==> config.mk <==
export PLATFORM = sky130hd
export DESIGN_NAME = dns_response_parser_core
export DESIGN_NICKNAME = d
export VERILOG_FILES = /design/src/hw/rtl/dnsrp_pkg.sv /design/src/hw/rtl/dnsrp_parser.sv /design/src/hw/rtl/dnsrp_ofifo.sv /design/src/hw/rtl/dns_response_parser_core.sv
export SDC_FILE = /design/constraint.sdc
export NUM_CORES = 2
export LEC_CHECK = 0
export BUFFER_PORTS_ARGS = -buffer_cell sky130_fd_sc_hd__buf_2
export CORE_UTILIZATION = 55
export CTS_CLUSTER_SIZE = 40
export DETAILED_ROUTE_END_ITERATION = 10
export GPL_TIMING_DRIVEN = 0
export MAX_ROUTING_LAYER = met4
export PLACE_DENSITY = 0.77
export REMOVE_ABC_BUFFERS = 1
export SETUP_SLACK_MARGIN = 0.05
export SYNTH_ARGS = -nofsm -noshare
export SYNTH_HDL_FRONTEND = slang
export SYNTH_SLANG_ARGS = --single-unit
==> constraint.sdc <==
create_clock -name clk_i -period 5.1 [get_ports clk_i]
set_input_delay 0.765 -clock clk_i [delete_from_list [all_inputs] [get_ports clk_i]]
set_output_delay 0.765 -clock clk_i [all_outputs]
set_load 0.005 [all_outputs]
==> src/hw/rtl/dnsrp_pkg.sv <==
`timescale 1ns / 1ps
`default_nettype none

package dnsrp_pkg;

  // Parser phases
  typedef enum logic [3:0] {
    PH_HEADER = 4'd0,
    PH_QNAME  = 4'd1,
    PH_QFIXED = 4'd2,
    PH_RNAME  = 4'd3,
    PH_PTR    = 4'd4,
    PH_RFIXED = 4'd5,
    PH_RDATA  = 4'd6,
    PH_DONE   = 4'd7
  } phase_e;

  // Result item kinds
  localparam logic [2:0] KIND_HEADER     = 3'd0;
  localparam logic [2:0] KIND_QUESTION   = 3'd1;
  localparam logic [2:0] KIND_END_OK     = 3'd5;
  localparam logic [2:0] KIND_END_TRUNC  = 3'd6;

  // Header layout
  localparam logic [3:0] HDR_FLAGS_IDX   = 4'd2;
  localparam logic [3:0] HDR_COUNTS_IDX  = 4'd4;
  localparam logic [3:0] HDR_LAST_IDX    = 4'd11;
  localparam logic [3:0] QFIX_LAST_IDX   = 4'd3;
  localparam logic [3:0] RFIX_LAST_IDX   = 4'd9;
  localparam logic [7:0] PTR_MASK        = 8'hC0;

  localparam int unsigned OUT_DATA_W = 168;
  localparam int unsigned FIFO_DEPTH = 4;

  typedef struct packed {
    logic [2:0]  kind;
    logic [15:0] rtype;
    logic [31:0] ttl;
    logic [15:0] dlen;
    logic [31:0] head;
    logic [15:0] qd_cnt;
    logic [15:0] an_cnt;
    logic [15:0] ns_cnt;
    logic [15:0] ar_cnt;
    logic        auth;
    logic        last;
  } result_t;

  // Up to two results produced by one message byte
  typedef struct packed {
    result_t    r1;
    result_t    r0;
    logic [1:0] num;
  } emit_t;

endpackage

`default_nettype wire

==> src/hw/rtl/dnsrp_parser.sv <==
`timescale 1ns / 1ps
`default_nettype none

module dnsrp_parser #(
  parameter int unsigned MAX_MESSAGE_BYTES = 512
) (
  input  wire logic           clk_i,
  input  wire logic           rst_ni,
  input  wire logic           consume_i,
  input  wire logic [7:0]     byte_i,
  input  wire logic           eom_i,
  output dnsrp_pkg::emit_t    emit_o
);

  localparam int unsigned CW = $clog2(MAX_MESSAGE_BYTES + 1);

  dnsrp_pkg::phase_e phase_q, phase_d;
  logic [3:0]   idx_q, idx_d;
  logic [CW-1:0] bcnt_q, bcnt_d;
  logic [15:0]  cnt_q [4];
  logic [15:0]  cnt_d [4];
  logic [15:0]  rleft_q, rleft_d;
  logic [7:0]   lleft_q, lleft_d;
  logic [15:0]  type_q, type_d;
  logic [31:0]  ttl_q, ttl_d;
  logic [15:0]  len_q, len_d;
  logic [31:0]  head_q, head_d;
  logic [15:0]  dleft_q, dleft_d;
  logic         auth_q, auth_d;
  logic [1:0]   sec_q, sec_d;

  // First section at or after s with a nonzero count; 4 means none
  function automatic logic [2:0] find_section(input logic [3:0] nz, input logic [2:0] s);
    logic [2:0] r;
    r = 3'd4;
    for (int i = 3; i >= 0; i--) begin
      if (nz[i] && (3'(i) >= s)) r = 3'(i);
    end
    return r;
  endfunction

  always_comb begin
    dnsrp_pkg::result_t prs, fin;
    logic       prs_v;
    logic       dropped;
    logic       enter;
    logic [2:0] enter_from;
    logic       name_start;
    logic       item_done;
    logic       fixed_start;
    logic [3:0] hoff;
    logic [3:0] nz;
    logic [2:0] ns;
    logic [15:0] rl_dec;
    logic [15:0] dl_dec;

    phase_d = phase_q; idx_d = idx_q; bcnt_d = bcnt_q;
    cnt_d = cnt_q; rleft_d = rleft_q; lleft_d = lleft_q;
    type_d = type_q; ttl_d = ttl_q; len_d = len_q; head_d = head_q;
    dleft_d = dleft_q; auth_d = auth_q; sec_d = sec_q;
    prs = '0; fin = '0; prs_v = 1'b0; dropped = 1'b0;
    enter = 1'b0; enter_from = 3'd0; name_start = 1'b0;
    item_done = 1'b0; fixed_start = 1'b0;
    hoff = idx_q - dnsrp_pkg::HDR_COUNTS_IDX;
    rl_dec = rleft_q - 16'd1;
    dl_dec = dleft_q - 16'd1;
    emit_o = '0;

    if (consume_i) begin
      if (bcnt_q < CW'(MAX_MESSAGE_BYTES)) begin
        bcnt_d = bcnt_q + CW'(1);
        unique case (phase_q)
          dnsrp_pkg::PH_HEADER: begin
            if (idx_q == dnsrp_pkg::HDR_FLAGS_IDX) auth_d = byte_i[2];
            if (idx_q >= dnsrp_pkg::HDR_COUNTS_IDX) begin
              cnt_d[hoff[2:1]] = {cnt_q[hoff[2:1]][7:0], byte_i};
            end
            idx_d = idx_q + 4'd1;
            if (idx_q == dnsrp_pkg::HDR_LAST_IDX) begin
              prs_v = 1'b1;
              prs.kind = dnsrp_pkg::KIND_HEADER;
              enter = 1'b1;
              enter_from = 3'd0;
            end
          end
          dnsrp_pkg::PH_QNAME, dnsrp_pkg::PH_RNAME: begin
            if (lleft_q != 8'd0) begin
              lleft_d = lleft_q - 8'd1;
            end else if (byte_i == 8'd0) begin
              fixed_start = 1'b1;
            end else if ((byte_i & dnsrp_pkg::PTR_MASK) == dnsrp_pkg::PTR_MASK) begin
              phase_d = dnsrp_pkg::PH_PTR;
            end else begin
              lleft_d = byte_i;
            end
          end
          dnsrp_pkg::PH_PTR: fixed_start = 1'b1;
          dnsrp_pkg::PH_QFIXED: begin
            if (idx_q < 4'd2) type_d = {type_q[7:0], byte_i};
            idx_d = idx_q + 4'd1;
            if (idx_q == dnsrp_pkg::QFIX_LAST_IDX) begin
              prs_v = 1'b1;
              prs.kind = dnsrp_pkg::KIND_QUESTION;
              prs.rtype = type_d;
              item_done = 1'b1;
            end
          end
          dnsrp_pkg::PH_RFIXED: begin
            if (idx_q < 4'd2) type_d = {type_q[7:0], byte_i};
            else if (idx_q >= 4'd4 && idx_q < 4'd8) ttl_d = {ttl_q[23:0], byte_i};
            else if (idx_q >= 4'd8) len_d = {len_q[7:0], byte_i};
            idx_d = idx_q + 4'd1;
            if (idx_q == dnsrp_pkg::RFIX_LAST_IDX) begin
              dleft_d = len_d;
              head_d = '0;
              idx_d = 4'd0;
              if (len_d == 16'd0) begin
                prs_v = 1'b1;
                item_done = 1'b1;
              end else begin
                phase_d = dnsrp_pkg::PH_RDATA;
              end
            end
          end
          dnsrp_pkg::PH_RDATA: begin
            if (idx_q < 4'd4) begin
              case (idx_q[1:0])
                2'd0:    head_d = head_q | {byte_i, 24'd0};
                2'd1:    head_d = head_q | {8'd0, byte_i, 16'd0};
                2'd2:    head_d = head_q | {16'd0, byte_i, 8'd0};
                default: head_d = head_q | {24'd0, byte_i};
              endcase
              idx_d = idx_q + 4'd1;
            end
            dleft_d = dl_dec;
            if (dl_dec == 16'd0) begin
              prs_v = 1'b1;
              item_done = 1'b1;
            end
          end
          dnsrp_pkg::PH_DONE: ;
          default: ;
        endcase

        // Record item: tagged with its section
        if (prs_v && (phase_q == dnsrp_pkg::PH_RFIXED || phase_q == dnsrp_pkg::PH_RDATA)) begin
          prs.kind  = dnsrp_pkg::KIND_QUESTION + {1'b0, sec_q};
          prs.rtype = type_d;
          prs.ttl   = ttl_d;
          prs.dlen  = len_d;
          prs.head  = head_d;
        end
        if (prs_v && phase_q == dnsrp_pkg::PH_HEADER) begin
          prs.qd_cnt = cnt_d[0];
          prs.an_cnt = cnt_d[1];
          prs.ns_cnt = cnt_d[2];
          prs.ar_cnt = cnt_d[3];
          prs.auth   = auth_d;
        end

        // Start of fixed fields after a name
        if (fixed_start) begin
          phase_d = (sec_q == 2'd0) ? dnsrp_pkg::PH_QFIXED : dnsrp_pkg::PH_RFIXED;
          idx_d = 4'd0;
          type_d = '0; ttl_d = '0; len_d = '0; head_d = '0;
        end

        // One question or record finished
        if (item_done) begin
          rleft_d = rl_dec;
          if (rl_dec == 16'd0) begin
            enter = 1'b1;
            enter_from = {1'b0, sec_q} + 3'd1;
          end else begin
            name_start = 1'b1;
          end
        end

        // Move to the next section with records
        if (enter) begin
          for (int i = 0; i < 4; i++) nz[i] = (cnt_d[i] != 16'd0);
          ns = find_section(nz, enter_from);
          if (ns == 3'd4) begin
            phase_d = dnsrp_pkg::PH_DONE;
          end else begin
            sec_d = ns[1:0];
            rleft_d = cnt_d[ns[1:0]];
            name_start = 1'b1;
          end
        end else begin
          nz = '0;
          ns = '0;
        end

        if (name_start) begin
          phase_d = (sec_d == 2'd0) ? dnsrp_pkg::PH_QNAME : dnsrp_pkg::PH_RNAME;
          lleft_d = 8'd0;
          idx_d = 4'd0;
        end
      end else begin
        dropped = 1'b1;
        nz = '0;
        ns = '0;
      end

      // End of message item and return to reset state
      fin.kind = (!dropped && phase_d == dnsrp_pkg::PH_DONE) ?
                 dnsrp_pkg::KIND_END_OK : dnsrp_pkg::KIND_END_TRUNC;
      fin.last = 1'b1;
      if (eom_i) begin
        phase_d = dnsrp_pkg::PH_HEADER; idx_d = '0; bcnt_d = '0;
        for (int i = 0; i < 4; i++) cnt_d[i] = '0;
        rleft_d = '0; lleft_d = '0; type_d = '0; ttl_d = '0; len_d = '0;
        head_d = '0; dleft_d = '0; auth_d = 1'b0; sec_d = '0;
        if (prs_v) begin
          emit_o.r0  = prs;
          emit_o.r1  = fin;
          emit_o.num = 2'd2;
        end else begin
          emit_o.r0  = fin;
          emit_o.num = 2'd1;
        end
      end else if (prs_v) begin
        emit_o.r0 = prs;
        emit_o.r0.last = 1'b1;
        emit_o.num = 2'd1;
      end
    end else begin
      nz = '0;
      ns = '0;
    end
  end

  // Parser state
  always_ff @(posedge clk_i or negedge rst_ni) begin
    if (!rst_ni) begin
      phase_q <= dnsrp_pkg::PH_HEADER;
      idx_q   <= '0;
      bcnt_q  <= '0;
      for (int i = 0; i < 4; i++) cnt_q[i] <= '0;
      rleft_q <= '0;
      lleft_q <= '0;
      type_q  <= '0;
      ttl_q   <= '0;
      len_q   <= '0;
      head_q  <= '0;
      dleft_q <= '0;
      auth_q  <= 1'b0;
      sec_q   <= '0;
    end else begin
      phase_q <= phase_d;
      idx_q   <= idx_d;
      bcnt_q  <= bcnt_d;
      cnt_q   <= cnt_d;
      rleft_q <= rleft_d;
      lleft_q <= lleft_d;
      type_q  <= type_d;
      ttl_q   <= ttl_d;
      len_q   <= len_d;
      head_q  <= head_d;
      dleft_q <= dleft_d;
      auth_q  <= auth_d;
      sec_q   <= sec_d;
    end
  end

endmodule

`default_nettype wire

==> src/hw/rtl/dnsrp_ofifo.sv <==
`timescale 1ns / 1ps
`default_nettype none

module dnsrp_ofifo (
  input  wire logic          clk_i,
  input  wire logic          rst_ni,
  input  wire dnsrp_pkg::emit_t emit_i,
  input  wire logic          pop_i,
  output dnsrp_pkg::result_t head_o,
  output logic [2:0]         count_o
);

  localparam int unsigned PW = $clog2(dnsrp_pkg::FIFO_DEPTH);

  dnsrp_pkg::result_t mem_q [dnsrp_pkg::FIFO_DEPTH];
  logic [PW-1:0] wr_q, wr_d, rd_q, rd_d;
  logic [2:0]    cnt_q, cnt_d;
  logic [PW-1:0] wr_next;

  assign wr_next = wr_q + PW'(1);
  assign head_o  = mem_q[rd_q];
  assign count_o = cnt_q;

  // Pointer and fill count update
  always_comb begin
    wr_d  = wr_q + PW'(emit_i.num);
    rd_d  = pop_i ? rd_q + PW'(1) : rd_q;
    cnt_d = cnt_q + {1'b0, emit_i.num} - {2'b0, pop_i};
  end

  always_ff @(posedge clk_i or negedge rst_ni) begin
    if (!rst_ni) begin
      wr_q  <= '0;
      rd_q  <= '0;
      cnt_q <= '0;
    end else begin
      wr_q  <= wr_d;
      rd_q  <= rd_d;
      cnt_q <= cnt_d;
    end
  end

  // Result storage, up to two writes per cycle
  always_ff @(posedge clk_i) begin
    if (emit_i.num != 2'd0) mem_q[wr_q] <= emit_i.r0;
    if (emit_i.num == 2'd2) mem_q[wr_next] <= emit_i.r1;
  end

endmodule

`default_nettype wire

==> src/hw/rtl/dns_response_parser_core.sv <==
// An accepted byte is held in the input register, and its results in the output
// queue, before they reach the master side. Throughput: one message byte per
// cycle; each byte yields at most two result transactions, buffered in a
// 4-entry output queue that stalls input when fewer than two entries are free.
// Reset: rst_ni is asynchronous, active low; it clears the parser state, the
// input register and the output queue.
`timescale 1ns / 1ps
`default_nettype none

module dns_response_parser_core #(
  parameter int unsigned MAX_MESSAGE_BYTES = 512
) (
  input  wire logic         clk_i,
  input  wire logic         rst_ni,
  input  wire logic         s_axis_tvalid_i,
  output logic              s_axis_tready_o,
  input  wire logic [7:0]   s_axis_tdata_i,   // [7:0] msg_byte
  input  wire logic         s_axis_tlast_i,   // end_of_message
  output logic              m_axis_tvalid_o,
  input  wire logic         m_axis_tready_i,
  // [15:0] record_type, [47:16] time_to_live, [63:48] data_length,
  // [95:64] data_head, [111:96] question_count, [127:112] answer_records,
  // [143:128] authority_records, [159:144] additional_records, [160] authoritative
  output logic [dnsrp_pkg::OUT_DATA_W-1:0] m_axis_tdata_o,
  output logic [2:0]        m_axis_tuser_o,   // [2:0] item_kind
  output logic              m_axis_tlast_o    // last_of_run
);

  logic       in_vld_q;
  logic [7:0] in_byte_q;
  logic       in_eom_q;
  logic       consume;
  logic       pop;
  logic [2:0] q_count;
  dnsrp_pkg::emit_t   emit;
  dnsrp_pkg::result_t q_head;

  // Parse a registered byte only when the queue can take two results
  assign consume         = in_vld_q && (q_count <= 3'(dnsrp_pkg::FIFO_DEPTH - 2));
  assign s_axis_tready_o = !in_vld_q || consume;

  // Input register
  always_ff @(posedge clk_i or negedge rst_ni) begin
    if (!rst_ni) begin
      in_vld_q <= 1'b0;
    end else if (s_axis_tready_o) begin
      in_vld_q <= s_axis_tvalid_i;
    end
  end

  always_ff @(posedge clk_i) begin
    if (s_axis_tready_o && s_axis_tvalid_i) begin
      in_byte_q <= s_axis_tdata_i;
      in_eom_q  <= s_axis_tlast_i;
    end
  end

  dnsrp_parser #(
    .MAX_MESSAGE_BYTES(MAX_MESSAGE_BYTES)
  ) u_parser (
    .clk_i    (clk_i),
    .rst_ni   (rst_ni),
    .consume_i(consume),
    .byte_i   (in_byte_q),
    .eom_i    (in_eom_q),
    .emit_o   (emit)
  );

  dnsrp_ofifo u_ofifo (
    .clk_i  (clk_i),
    .rst_ni (rst_ni),
    .emit_i (emit),
    .pop_i  (pop),
    .head_o (q_head),
    .count_o(q_count)
  );

  // Output stream
  assign m_axis_tvalid_o = (q_count != 3'd0);
  assign pop             = m_axis_tvalid_o && m_axis_tready_i;
  assign m_axis_tuser_o  = q_head.kind;
  assign m_axis_tlast_o  = q_head.last;
  assign m_axis_tdata_o  = {7'd0, q_head.auth, q_head.ar_cnt, q_head.ns_cnt,
                            q_head.an_cnt, q_head.qd_cnt, q_head.head,
                            q_head.dlen, q_head.ttl, q_head.rtype};

endmodule

`default_nettype wire
==> flow_metrics.tcl <==
set metrics [dict create \
    synth-seq-cells 898 \
    area_growth_pct 15.0 \
    drtIter0Drc 3079 \
    synth_most_common_cell "dfxtp_1" \
    drc_errors 0 \
    peakVddDrop_mv 0.304 \
    synth_seq_area_share_pct 50.9 \
    required_ps 5670 \
    yosys.cell_types.count 82 \
    max_cap_viol_count 0 \
    ys_async_sr_fraction_pct 25.5 \
    synthSimpleGateAreaFrac_pct 9.95 \
    slew_headroom_pct 8.11 \
    clk_pin_slew_worst_paths_ps 60 \
    max_slew.worst_pin.slew_ps 1370 \
    path_max_fanout 23 \
    period_needed_ps 4980 \
    cp_slowest_cell "edfxtp_1" \
    place_congestion 0.938 \
    antenna_found_initial 1 \
    cpMostUsedCell "buf_6" \
    worstSetupPathType "reg2reg" \
    synth_mux_area_share_pct 14.2 \
    max_freq_mhz 201 \
    cts_buffers 89 \
    cp.arrival_ps 5550 \
    placed_area_mm2 0.0403 \
    ios 187 \
    ff2ff_path_depth 14 \
    routed_wirelength_mm 111 \
    finalPower_mw 18.5 \
    clock-sinks 898 \
    crit_chain "nor4_1 -> mux2i_1 -> nor3_1 -> a21oi_1 -> and2_4 -> a21boi_4 -> ha_1 -> o21ai_2 -> nor3_4 -> buf_6 -> buf_6 -> buf_4 -> nand2_2 -> o21ai_0" \
    clk_latency_ps 680 \
    crit_cells 14 \
    clk_path_buf_depth 3 \
    initial_core_util_pct 55.6 \
    cts_root_buffer "clkbuf_16" \
    worstSetupStartpointType "register" \
    grt_pass1_vias 29700 \
    synth_edf_count 25 \
    yosysWarnings 0 \
    synth_xor_area_share_pct 0.599 \
    power.leakage_nw 17.5 \
    max_stage_delay_ps 1250 \
    yosys-top-cells-count "dfxtp_1, nand2_1, a22o_1, o21ai_0, clkbuf_1" \
    layout.nets 3668 \
    rows 96 \
    hpwlAfterDp_mm 68.6 \
    report.final.slew_viol_count 0 \
    final_cell_area_mm2 0.0437 \
    vias 30500 \
    synth-adder-area-share_pct 0.612 \
    via_per_inst 6.63 \
    core_area_mm2 0.0685 \
    end_kind "register" \
    synth_compound_area_share_pct 20.1 \
    crit_start "in_byte_q[2]" \
    drtPass1Iterations 6 \
    fin_util_pct 63.9 \
    yosysTopAreaCellShare_pct 33.9 \
    fin_cells 4597 \
    post_drt_wl_per_cell_um 24.1 \
    min_period_over_period_pct 97.6 \
    syn-cell-area_mm2 0.0380 \
    fill_cells 5275 \
    rrSetupSlack_ps 120 \
    p_per_area_mw_per_mm2 424 \
    synth_top_area_cell "dfxtp_1" \
    rr_startpoint "in_byte_q[2]" \
    hold_violations 0 \
    synth_top_family_by_area "compound AO/OA/AOI/OAI gates" \
    die_width_um 265 \
    grt-ovfl-total 0 \
    critPathCapture "u_ofifo.mem_q[0][60]" \
    drtAntennaViolNets 0 \
    grt_max_degree 104 \
    io_buffers 179 \
    dp.cells 4389 \
    ys_top_cells_by_area "dfxtp_1, dfrtp_1, mux4_2" \
    path_delay_family "flip-flops" \
    grt_usage_pct 31.7 \
    tritoncts "yes" \
    crit_buf_inv 3 \
    finalSetupViolations 0 \
    status "complete, no violations" \
    die_h_um 265 \
    timing.rr.end "u_ofifo.mem_q[0][60]" \
    grt_pass1_wl_mm 171 \
    final_layout_size_suffix_gt1_share_pct 18.4 \
    ys.flop_type "dfxtp_1" \
    syn_inst 3570 \
    syn-mean-instance-area_um2 10.7 \
    dieArea_mm2 0.0702 \
    hold_class "in2async" \
    fin_skew_ps 43.2 \
    htreeDepth 3 \
]
logic make-up after synthesis:
logic type | after synthesis
xor gates and xnor gates | 26
buffers and inverters | 341
and+or+nand+nor | 852
muxes | 324
AOI/OAI and AO/OA | 1110
DFF | 898
other | 1
adders and majority gates | 18
through the flow:
stage,setup TNS (ps),setup WS (ps),hold slack (ps)
final,0,121,69.0
after global routing,-13.6,-8.67,111
after CTS,0,105,85.4
after detailed placement,-304410,-812,437
after global placement,-,-47010,428
after floorplan,-4850460,-12270,420
how the worst min path moves through the flow:
| stage | to | slack [ps] | cells after the start |
|---|---|---|---|
| floorplan | u_ofifo.mem_q[2][10] | 420 | 2 |
| global placement | u_ofifo.mem_q[3][21] | 430 | 2 |
| detailed placement | u_ofifo.mem_q[2][52] | 440 | 2 |
| CTS | u_parser.len_q[14] | 90 | 1 |
| global route | u_parser.len_q[14] | 110 | 1 |
| finish | u_parser.len_q[14] | 70 | 1 |
area by class of cell:
class	instances	area, um^2	area share (%)
clock inverters	34	304	0.695
clock buffers	133	2650	6.05
well taps	882	1100	2.52
diodes	2	5.00	0.0114
repair buffers	276	2560	5.86
inverters	30	113	0.257
multi-input cells	2342	17600	40.3
flip-flops and latches	898	19400	44.3
sequential cells by signal, summed over array words and instances (netlist names), 3 cells and up:
register          flops
u_ofifo.mem_q       660
u_parser.cnt_q       64
u_parser.head_q      32
u_parser.ttl_q       32
u_parser.dleft_q     16
u_parser.len_q       16
u_parser.rleft_q     16
u_parser.type_q      16
u_parser.bcnt_q      10
in_byte_q             8
u_parser.lleft_q      8
u_parser.idx_q        4
u_parser.phase_q      4
u_ofifo.count_o       3
layout by cell type (no fill, tap or decap), types with 10 or more instances in the layout:
master	synthesis	routed
o21ai_0	421	420
a22o_1	442	442
and2_1	15	12
inv_1	29	29
nor2_1	173	170
buf_6	2	10
o22ai_1	20	20
o221ai_1	10	10
ha_1	17	16
or4_1	16	16
or2_2	14	14
edfxtp_1	25	25
o21ai_1	24	23
nand3_1	33	31
clkbuf_8	0	19
clkbuf_1	270	22
buf_2	9	178
clkbuf_16	0	92
nand2b_1	10	10
a21oi_1	78	73
mux4_2	173	173
buf_4	10	30
o31ai_1	11	11
nor3_1	29	26
nand2_1	449	438
nor4_1	32	29
nand4_1	10	10
xnor2_1	15	15
and3_1	19	17
dfrtp_1	229	225
or3_1	14	14
clkinv_2	0	23
a22oi_1	26	26
buf_12	0	25
mux2i_1	148	147
dfxtp_1	644	644
a31oi_1	19	18
buf_16	0	27
xor2_1	11	11
repair_timing:
action                                  4_1_cts  5_1_grt
resized for setup                            25        6
hold buffers                                  0        0
buffers inserted                             21       13
pin swaps                                     4        6
cloned                                        5        0
endpoints found under the setup margin      684      493
routing by layer:
layer	up-vias	GRT usage [%]	wire length, um
met1	15400	40.0	43700
li1	13400	-	-
met2	1420	51.0	53900
met5	-	-	0
met4	0	14.0	4760
met3	294	4.58	8410
where the power goes:
| group | total [mW] | internal (mW) | switching, mW |
|---|---|---|---|
| clock | 6.56 | 3.68 | 2.88 |
| sequential | 7.82 | 7.23 | 0.587 |
| combinational | 4.15 | 1.54 | 2.62 |
| total | 18.5 | 12.5 | 6.08 |
worst register-to-register path, stage by stage, from the launching register on:
cell and delay, ps:
edfxtp_1 1250, nor4_1 180, mux2i_1 420, nor3_1 90, a21oi_1 450, and2_4 270, a21boi_4 90, ha_1 410
o21ai_2 150, nor3_4 380, buf_6 250, buf_6 200, buf_4 250, nand2_2 230, o21ai_0 260
(Power assumes the default switching activity.)
